==> src/design/ncp_pkg.sv <==
// ============================================================================
// ncp_pkg
// Shared constants, types and helpers of the NURBS curve point evaluator.
// ============================================================================
package ncp_pkg;

    // Store sizes.
    localparam int MAX_POINTS = 16;
    localparam int MAX_DEGREE = 3;
    localparam int MAX_KNOTS  = 20;
    localparam int BASIS_LEN  = MAX_POINTS + MAX_DEGREE;

    // Field widths fixed by the interface.
    localparam int REQ_W      = 2;
    localparam int SLOT_W     = 5;
    localparam int PARAM_W    = 24;
    localparam int COORD_W    = 32;
    localparam int CFG_IDX_W  = 1;
    localparam int CFG_DATA_W = 5;
    localparam int DEG_CFG_W  = 2;
    localparam int PTS_CFG_W  = 5;

    // Index and counter widths.
    localparam int KN_W = $clog2(MAX_KNOTS);
    localparam int PN_W = $clog2(MAX_POINTS);
    localparam int J_W  = $clog2(BASIS_LEN);
    localparam int L_W  = $clog2(MAX_DEGREE + 1);
    localparam int N_W  = $clog2(MAX_POINTS + 1);
    localparam int KA_W = $clog2(BASIS_LEN + MAX_DEGREE + 1);

    // Arithmetic widths.
    localparam int BASIS_W    = 32;
    localparam int BASIS_FRAC = 30;
    localparam int QFRAC      = 16;
    localparam int DIFF_W     = PARAM_W + 1;
    localparam int PROD_W     = 64;
    localparam int ACC_W      = COORD_W + 2 + $clog2(MAX_POINTS);
    localparam int NUM_A      = BASIS_W + DIFF_W;
    localparam int NUM_W      = (ACC_W + QFRAC > NUM_A) ? ACC_W + QFRAC : NUM_A;
    localparam int DEN_W      = (ACC_W > DIFF_W) ? ACC_W : DIFF_W;
    localparam int QUOT_W     = NUM_W + 1;
    localparam int TACC_W     = NUM_W + 2;

    localparam logic signed [BASIS_W-1:0] BASIS_ONE = 32'sh4000_0000;

    // Configuration register indexes and reset values.
    localparam logic [CFG_IDX_W-1:0] CFG_DEGREE = 1'd0;
    localparam logic [CFG_IDX_W-1:0] CFG_POINTS = 1'd1;
    localparam logic [DEG_CFG_W-1:0] DEG_RESET  = 2'd3;
    localparam logic [PTS_CFG_W-1:0] PTS_RESET  = 5'd4;

    // Coordinate lanes.
    localparam logic [1:0] CO_X = 2'd0;
    localparam logic [1:0] CO_Y = 2'd1;
    localparam logic [1:0] CO_Z = 2'd2;
    localparam logic [1:0] CO_W = 2'd3;

    typedef enum logic [REQ_W-1:0] {
        REQ_KNOT  = 2'd0,
        REQ_POINT = 2'd1,
        REQ_EVAL  = 2'd2
    } t_req;

    typedef enum logic [1:0] {
        KS_I,
        KS_ID,
        KS_I1,
        KS_ID1
    } t_ksel;

    typedef enum logic [1:0] {
        BS_KEEP,
        BS_SPAN,
        BS_SAT,
        BS_ZERO
    } t_bsel;

    typedef enum logic [4:0] {
        S_IDLE,
        S_STEP,
        S_KRD,
        S_KCAP,
        S_T0M,
        S_T0D,
        S_T0W,
        S_T1M,
        S_T1D,
        S_T1W,
        S_SHIFT,
        S_PSTEP,
        S_PRD,
        S_PMUL,
        S_PADD,
        S_RCHK,
        S_RDIV,
        S_RWAIT,
        S_DONE
    } t_state;

    typedef struct packed {
        logic              wr_knot;
        logic              wr_point;
        logic              u_ld;
        logic              k_rd;
        logic [KA_W-1:0]   k_addr;
        logic              k_cap;
        t_ksel             k_sel;
        logic              t_clr;
        logic              mul_lo;
        logic              mul_hi;
        logic              div_t0;
        logic              div_t1;
        logic              t_add;
        logic              b_shift;
        t_bsel             b_sel;
        logic              a_clr;
        logic              p_rd;
        logic [PN_W-1:0]   p_addr;
        logic              p_mul;
        logic              a_add;
        logic [1:0]        coord;
        logic              div_r;
        logic              r_ld;
        logic              o_ld;
    } t_dp_cmd;

    typedef struct packed {
        logic div_done;
        logic den0_zero;
        logic den1_zero;
        logic sw_zero;
    } t_dp_stat;

    // Clamp a wide signed value into the 32-bit signed range.
    function automatic logic signed [COORD_W-1:0] sat32(input logic signed [TACC_W-1:0] v);
        logic [TACC_W-COORD_W:0] hi;
        hi = v[TACC_W-1:COORD_W-1];
        if ((&hi) || !(|hi)) begin
            return v[COORD_W-1:0];
        end else if (v[TACC_W-1]) begin
            return {1'b1, {(COORD_W-1){1'b0}}};
        end else begin
            return {1'b0, {(COORD_W-1){1'b1}}};
        end
    endfunction

endpackage

==> src/design/ncp_ctrl.sv <==
// ============================================================================
// ncp_ctrl
// Sequencer of the evaluator: configuration registers, step counters and
// the state machine that drives the datapath.
// ============================================================================
module ncp_ctrl (
    input  logic                             i_clk,
    input  logic                             i_rst_n,
    input  logic                             i_in_valid,
    output logic                             o_in_ready,
    input  logic [ncp_pkg::REQ_W-1:0]        i_req_type,
    output logic                             o_out_valid,
    input  logic                             i_out_ready,
    input  logic                             i_cfg_we,
    input  logic [ncp_pkg::CFG_IDX_W-1:0]    i_cfg_index,
    input  logic [ncp_pkg::CFG_DATA_W-1:0]   i_cfg_data,
    input  ncp_pkg::t_dp_stat                i_stat,
    output ncp_pkg::t_dp_cmd                 o_cmd
);
    import ncp_pkg::*;

    t_state               r_state, n_state;
    logic [J_W-1:0]       r_j, n_j;
    logic [L_W-1:0]       r_lvl, n_lvl;
    t_ksel                r_ks, n_ks;
    logic [1:0]           r_c, n_c;
    logic                 r_out_valid, n_out_valid;
    logic [DEG_CFG_W-1:0] r_cfg_deg;
    logic [PTS_CFG_W-1:0] r_cfg_pts;

    logic [L_W-1:0]  deg_eff;
    logic [N_W-1:0]  n_eff;
    logic [KA_W-1:0] total;
    logic [KA_W-1:0] j_lvl;
    logic            active;
    logic            last_j;
    logic            last_lvl;
    logic            accept;
    logic            out_free;
    t_bsel           shift_sel;

    assign deg_eff  = (32'(r_cfg_deg) > MAX_DEGREE) ? L_W'(MAX_DEGREE) : L_W'(r_cfg_deg);
    assign n_eff    = (32'(r_cfg_pts) > MAX_POINTS) ? N_W'(MAX_POINTS) : N_W'(r_cfg_pts);
    assign total    = KA_W'(n_eff) + KA_W'(deg_eff);
    assign j_lvl    = KA_W'(r_j) + KA_W'(r_lvl);
    assign active   = (j_lvl < total);
    assign last_j   = (32'(r_j) == BASIS_LEN - 1);
    assign last_lvl = (r_lvl == deg_eff);
    assign accept   = i_in_valid && (r_state == S_IDLE);
    assign out_free = !r_out_valid || i_out_ready;

    // Level zero builds the span indicator, later levels take the clamped sum.
    always_comb begin
        if (r_lvl == '0) begin
            shift_sel = active ? BS_SPAN : BS_ZERO;
        end else begin
            shift_sel = active ? BS_SAT : BS_KEEP;
        end
    end

    always_ff @(posedge i_clk) begin
        if (!i_rst_n) begin
            r_state     <= S_IDLE;
            r_j         <= '0;
            r_lvl       <= '0;
            r_ks        <= KS_I;
            r_c         <= CO_X;
            r_out_valid <= 1'b0;
            r_cfg_deg   <= DEG_RESET;
            r_cfg_pts   <= PTS_RESET;
        end else begin
            r_state     <= n_state;
            r_j         <= n_j;
            r_lvl       <= n_lvl;
            r_ks        <= n_ks;
            r_c         <= n_c;
            r_out_valid <= n_out_valid;
            if (i_cfg_we) begin
                case (i_cfg_index)
                    CFG_DEGREE: r_cfg_deg <= i_cfg_data[DEG_CFG_W-1:0];
                    CFG_POINTS: r_cfg_pts <= i_cfg_data[PTS_CFG_W-1:0];
                    default:    r_cfg_pts <= r_cfg_pts;
                endcase
            end
        end
    end

    // Next state and counters.
    always_comb begin
        n_state     = r_state;
        n_j         = r_j;
        n_lvl       = r_lvl;
        n_ks        = r_ks;
        n_c         = r_c;
        n_out_valid = r_out_valid;
        if (r_out_valid && i_out_ready) begin
            n_out_valid = 1'b0;
        end
        case (r_state)
            S_IDLE: begin
                if (accept && (i_req_type == REQ_EVAL)) begin
                    n_j     = '0;
                    n_lvl   = '0;
                    n_state = S_STEP;
                end
            end
            S_STEP: begin
                if (active) begin
                    n_ks    = KS_I;
                    n_state = S_KRD;
                end else begin
                    n_state = S_SHIFT;
                end
            end
            S_KRD: n_state = S_KCAP;
            S_KCAP: begin
                case (r_ks)
                    KS_I:    n_ks = KS_ID;
                    KS_ID:   n_ks = KS_I1;
                    KS_I1:   n_ks = KS_ID1;
                    default: n_ks = KS_I;
                endcase
                if (r_ks == KS_ID1) begin
                    n_state = (r_lvl == '0) ? S_SHIFT : S_T0M;
                end else begin
                    n_state = S_KRD;
                end
            end
            S_T0M: n_state = i_stat.den0_zero ? S_T1M : S_T0D;
            S_T0D: n_state = S_T0W;
            S_T0W: begin
                if (i_stat.div_done) begin
                    n_state = S_T1M;
                end
            end
            S_T1M: n_state = i_stat.den1_zero ? S_SHIFT : S_T1D;
            S_T1D: n_state = S_T1W;
            S_T1W: begin
                if (i_stat.div_done) begin
                    n_state = S_SHIFT;
                end
            end
            S_SHIFT: begin
                if (last_j) begin
                    n_j = '0;
                    if (last_lvl) begin
                        n_state = S_PSTEP;
                    end else begin
                        n_lvl   = L_W'(r_lvl + L_W'(1));
                        n_state = S_STEP;
                    end
                end else begin
                    n_j     = J_W'(r_j + J_W'(1));
                    n_state = S_STEP;
                end
            end
            S_PSTEP: begin
                n_state = (KA_W'(r_j) < KA_W'(n_eff)) ? S_PRD : S_RCHK;
            end
            S_PRD: begin
                n_c     = CO_X;
                n_state = S_PMUL;
            end
            S_PMUL: n_state = S_PADD;
            S_PADD: begin
                if (r_c == CO_W) begin
                    n_j     = J_W'(r_j + J_W'(1));
                    n_state = S_PSTEP;
                end else begin
                    n_c     = r_c + 2'd1;
                    n_state = S_PMUL;
                end
            end
            S_RCHK: begin
                if (i_stat.sw_zero) begin
                    n_state = S_DONE;
                end else begin
                    n_c     = CO_X;
                    n_state = S_RDIV;
                end
            end
            S_RDIV: n_state = S_RWAIT;
            S_RWAIT: begin
                if (i_stat.div_done) begin
                    if (r_c == CO_Z) begin
                        n_state = S_DONE;
                    end else begin
                        n_c     = r_c + 2'd1;
                        n_state = S_RDIV;
                    end
                end
            end
            S_DONE: begin
                if (out_free) begin
                    n_out_valid = 1'b1;
                    n_state     = S_IDLE;
                end
            end
            default: n_state = S_IDLE;
        endcase
    end

    // Datapath commands.
    always_comb begin
        o_cmd        = '0;
        o_cmd.k_sel  = r_ks;
        o_cmd.p_addr = PN_W'(r_j);
        o_cmd.coord  = r_c;
        case (r_ks)
            KS_I:    o_cmd.k_addr = KA_W'(r_j);
            KS_ID:   o_cmd.k_addr = j_lvl;
            KS_I1:   o_cmd.k_addr = KA_W'(r_j) + KA_W'(1);
            default: o_cmd.k_addr = j_lvl + KA_W'(1);
        endcase
        case (r_state)
            S_IDLE: begin
                o_cmd.wr_knot  = accept && (i_req_type == REQ_KNOT);
                o_cmd.wr_point = accept && (i_req_type == REQ_POINT);
                o_cmd.u_ld     = accept && (i_req_type == REQ_EVAL);
            end
            S_STEP:  o_cmd.t_clr  = 1'b1;
            S_KRD:   o_cmd.k_rd   = 1'b1;
            S_KCAP:  o_cmd.k_cap  = 1'b1;
            S_T0M:   o_cmd.mul_lo = !i_stat.den0_zero;
            S_T0D:   o_cmd.div_t0 = 1'b1;
            S_T0W:   o_cmd.t_add  = i_stat.div_done;
            S_T1M:   o_cmd.mul_hi = !i_stat.den1_zero;
            S_T1D:   o_cmd.div_t1 = 1'b1;
            S_T1W:   o_cmd.t_add  = i_stat.div_done;
            S_SHIFT: begin
                o_cmd.b_shift = 1'b1;
                o_cmd.b_sel   = shift_sel;
                o_cmd.a_clr   = last_j && last_lvl;
            end
            S_PRD:   o_cmd.p_rd  = 1'b1;
            S_PMUL:  o_cmd.p_mul = 1'b1;
            S_PADD: begin
                o_cmd.a_add   = 1'b1;
                o_cmd.b_shift = (r_c == CO_W);
                o_cmd.b_sel   = BS_KEEP;
            end
            S_RDIV:  o_cmd.div_r = 1'b1;
            S_RWAIT: o_cmd.r_ld  = i_stat.div_done;
            S_DONE:  o_cmd.o_ld  = out_free;
            default: o_cmd.t_clr = 1'b0;
        endcase
    end

    assign o_in_ready  = (r_state == S_IDLE);
    assign o_out_valid = r_out_valid;

endmodule

==> config.mk <==
export PLATFORM = sky130hd
export DESIGN_NAME = ncp_ctrl
export DESIGN_NICKNAME = d
export VERILOG_FILES = /design/src/design/ncp_pkg.sv /design/src/design/ncp_ctrl.sv
export SDC_FILE = /design/constraint.sdc
export NUM_CORES = 1
export LEC_CHECK = 0
export ABC_AREA = 1
export BUFFER_PORTS_ARGS = -buffer_cell sky130_fd_sc_hd__buf_2
export CORE_UTILIZATION = 59
export CTS_CLUSTER_SIZE = 8
export DETAILED_ROUTE_END_ITERATION = 12
export HOLD_SLACK_MARGIN = 0.12
export PLACE_DENSITY_LB_ADDON = 0.3
export REMOVE_ABC_BUFFERS = 1
export SYNTH_ARGS = -nofsm -noshare
export SYNTH_HDL_FRONTEND = slang
export SYNTH_SLANG_ARGS = --single-unit
==> constraint.sdc <==
create_clock -name i_clk -period 4.97 [get_ports i_clk]
set_clock_uncertainty 0.1 [all_clocks]
set_input_delay 0.2485 -clock i_clk [delete_from_list [all_inputs] [get_ports i_clk]]
set_output_delay 0.2485 -clock i_clk [all_outputs]
set_load 0.02 [all_outputs]
==> impl_metrics.env <==
export IMPL_status="complete, no violations"
export IMPL_clk_path_buf_depth=2
export IMPL_layout_drive_gt1_share_pct=18.23
export IMPL_drc=0
export IMPL_fill_cells=347
export IMPL_synthArstFlopShare_pct=0
export IMPL_ys_ff_latch=24
export IMPL_grt_pass1_vias=2218
export IMPL_grt_max_degree=18
export IMPL_synth_area_top_cells="dfxtp_1 (21%), ha_1 (13%), nand2_1 (11%), nor2_1 (9.8%), inv_1 (8.7%)"
export IMPL_tightest_slew_ns=0.5506
export IMPL_clock_latency_ns=0.27
export IMPL_syn_inst=367
export IMPL_yosys_cell_types_count=36
export IMPL_fin_tns_setup_ns=0
export IMPL_vias_per_cell=5.357
export IMPL_synth_top_cell_by_area="dfxtp_1"
export IMPL_dp_hpwl_um=4581
export IMPL_firstDrtPassIters=4
export IMPL_nets=460
export IMPL_avgRoutedWirePerCell_um=12.58
export IMPL_die_y_um=64.42
export IMPL_leakage_uw=0.001405
export IMPL_fin_util_pct=71.57
export IMPL_vias=2491
export IMPL_num_io_pins=53
export IMPL_hold_viol=0
export IMPL_antenna_diode_count=0
export IMPL_synth_edf_count=0
export IMPL_fin_hold_ws_ns=0.1248
export IMPL_ant_nets=0
export IMPL_power_total_uw=1037
export IMPL_pre_cts_slack_ns=1.855
export IMPL_timing_slew_headroom_pct=63.07
export IMPL_grt_pass1_wl_um=9839
export IMPL_end_kind="output port"
export IMPL_critical_path_class="flop to output port"
export IMPL_path_clk_slew_ns=0.09
export IMPL_syn_mean_instance_area_um2=6.263
export IMPL_powerDensity_nw_per_um2=392.6
export IMPL_start_kind="flop"
export IMPL_core_um2=3689
export IMPL_die_area_um2=4149
export IMPL_initial_core_util_pct=62.31
export IMPL_cts_resized=0
export IMPL_placementRows=22
export IMPL_cts_tree="yes"
export IMPL_maxSlewViolCount=0
export IMPL_cts_buffers=3
export IMPL_period_needed_ns=3.433
export IMPL_drt_iter0_markers=206
export IMPL_synth_seq_area_share_pct=20.90
export IMPL_grt_overflow=0
export IMPL_yosys_top_cells_count="nand2_1 (68), nor2_1 (60), inv_1 (53), nand3_1 (25)"
export IMPL_synth_top_area_share_pct=20.90
export IMPL_rsz0062_at_grt="false"
export IMPL_ys_flop_type="dfxtp_1"
export IMPL_syn_to_final_growth_pct=14.86
export IMPL_cts_sinks=24
export IMPL_finalCritPeriodShare_pct=69.08
export IMPL_gp_congestion=0.9616
export IMPL_die_w_um=64.42
export IMPL_htreeDepth=1
export IMPL_io_buffers=52
export IMPL_routed_wl_um=5852
export IMPL_grt_antenna_before_repair=0
export IMPL_track_usage_pct=29.85
export IMPL_setup_viol=0
export IMPL_drv_cap=0
export IMPL_syn_area_um2=2298
export IMPL_cts_root_buffer="clkbuf_8"
export IMPL_max_freq_mhz=291.3
export IMPL_ys_warnings_count=0
export IMPL_synth_most_common_cell="nand2_1"
export IMPL_hold_class="primary input to flop"
export IMPL_cp_arrival_ns=3.08
export IMPL_worst_slack_ns=1.537
export IMPL_cp_max_fo=8
export IMPL_critical_path_required_ns=4.62
export IMPL_ir_drop_uv=223.2
final cells by class:
cell class / count / area, um2 / area share [%]
Clock buffer: 4 / 55.05 / 2.085
Inverter: 61 / 229.0 / 8.673
Multi-Input combinational cell: 275 / 1545 / 58.53
Sequential cell: 24 / 480.5 / 18.20
Tap cell: 48 / 60.06 / 2.275
Timing Repair Buffer: 53 / 270.3 / 10.24
power by group:
part	switching (uW)	internal, uW
Sequential	65.0	223
Clock	68.1	70.9
Combinational	398	211
cell usage in the layout, fill, tap and decap left out, drive strengths merged:
cell type     n
inv          60
nand3b        1
a211oi        4
clkbuf        4
o221ai        1
o21ai        20
fa            2
a31oi         3
nor2         67
o211ai        1
xor2          9
dfxtp        24
a21oi        24
or2           1
buf          52
nor3         10
dlygate4sd3   1
nand4         4
nand2        69
o21bai        1
o31ai         1
a41oi         1
and3          1
a221oi        1
ha           23
nand3        28
clkinv        1
o22ai         3
flip-flops by register name (all words and copies together) (netlist names):
signal,count
deg_eff,2
o_out_valid,1
r_c,2
r_cfg_pts,5
r_j,5
r_ks,2
r_lvl,2
r_state,5
logic make-up (layout without fill, tap and decap cells):
family                     after synthesis  in the layout  share of synthesized area (%)
AOI/OAI and AO/OA                       60             60                          15.03
xor gates and xnor gates                 9              9                          3.430
adders and majority gates               25             25                          14.26
buffers and inverters                   68            118                          11.87
DFF                                     24             24                          20.90
and+or+nand+nor                        181            181                          34.51
what timing repair did:
item	in CTS	in global routing
setup buffers	0	0
hold endpoints to repair	1	0
hold buffers	1	0
stage by stage:
stage	std cells	cell area, um2
floorplan	360	2255
global placement	460	2575
detailed placement	460	2575
CTS	465	2640
global route	465	2640
finish	465	2640
path summary, 6_finish.rpt:
check,depth (start not counted),end,slack (ns),startpoint
max,15,o_cmd[14],1.54,r_j[0]$_SDFFE_PN0P_
min,2,deg_eff[0]$_SDFFE_PN1P_,0.12,i_rst_n
max reg2reg,15,r_ks[0]$_SDFFE_PN0P_,2.12,r_j[0]$_SDFFE_PN0P_
min reg2reg,2,r_cfg_pts[0]$_SDFFE_PN0P_,0.37,r_cfg_pts[0]$_SDFFE_PN0P_
routing by layer:
metal | global-route usage (%) | up-vias | wire (um) | part of all wire (%)
met5 | 0 | - | 0 | 0
met1 | 39.11 | 1107 | 2713 | 46
li1 | - | 1287 | - | -
met2 | 49.34 | 91 | 2759 | 47
met3 | 4.577 | 6 | 324 | 5.5
met4 | 10.83 | 0 | 55 | 0.94
critical path, cell delays in order (launching register included):
cell     delay, ns
dfxtp_1       0.48
ha_1          0.21
inv_1         0.05
fa_1          0.39
nor2_1        0.11
nand2_1       0.07
xor2_1        0.22
inv_1         0.09
ha_1          0.31
nand2_1       0.06
inv_1         0.04
o21ai_0       0.05
and3_1        0.25
o21ai_0       0.10
a21oi_1       0.16
buf_2         0.19
(Power assumes the default switching activity.)
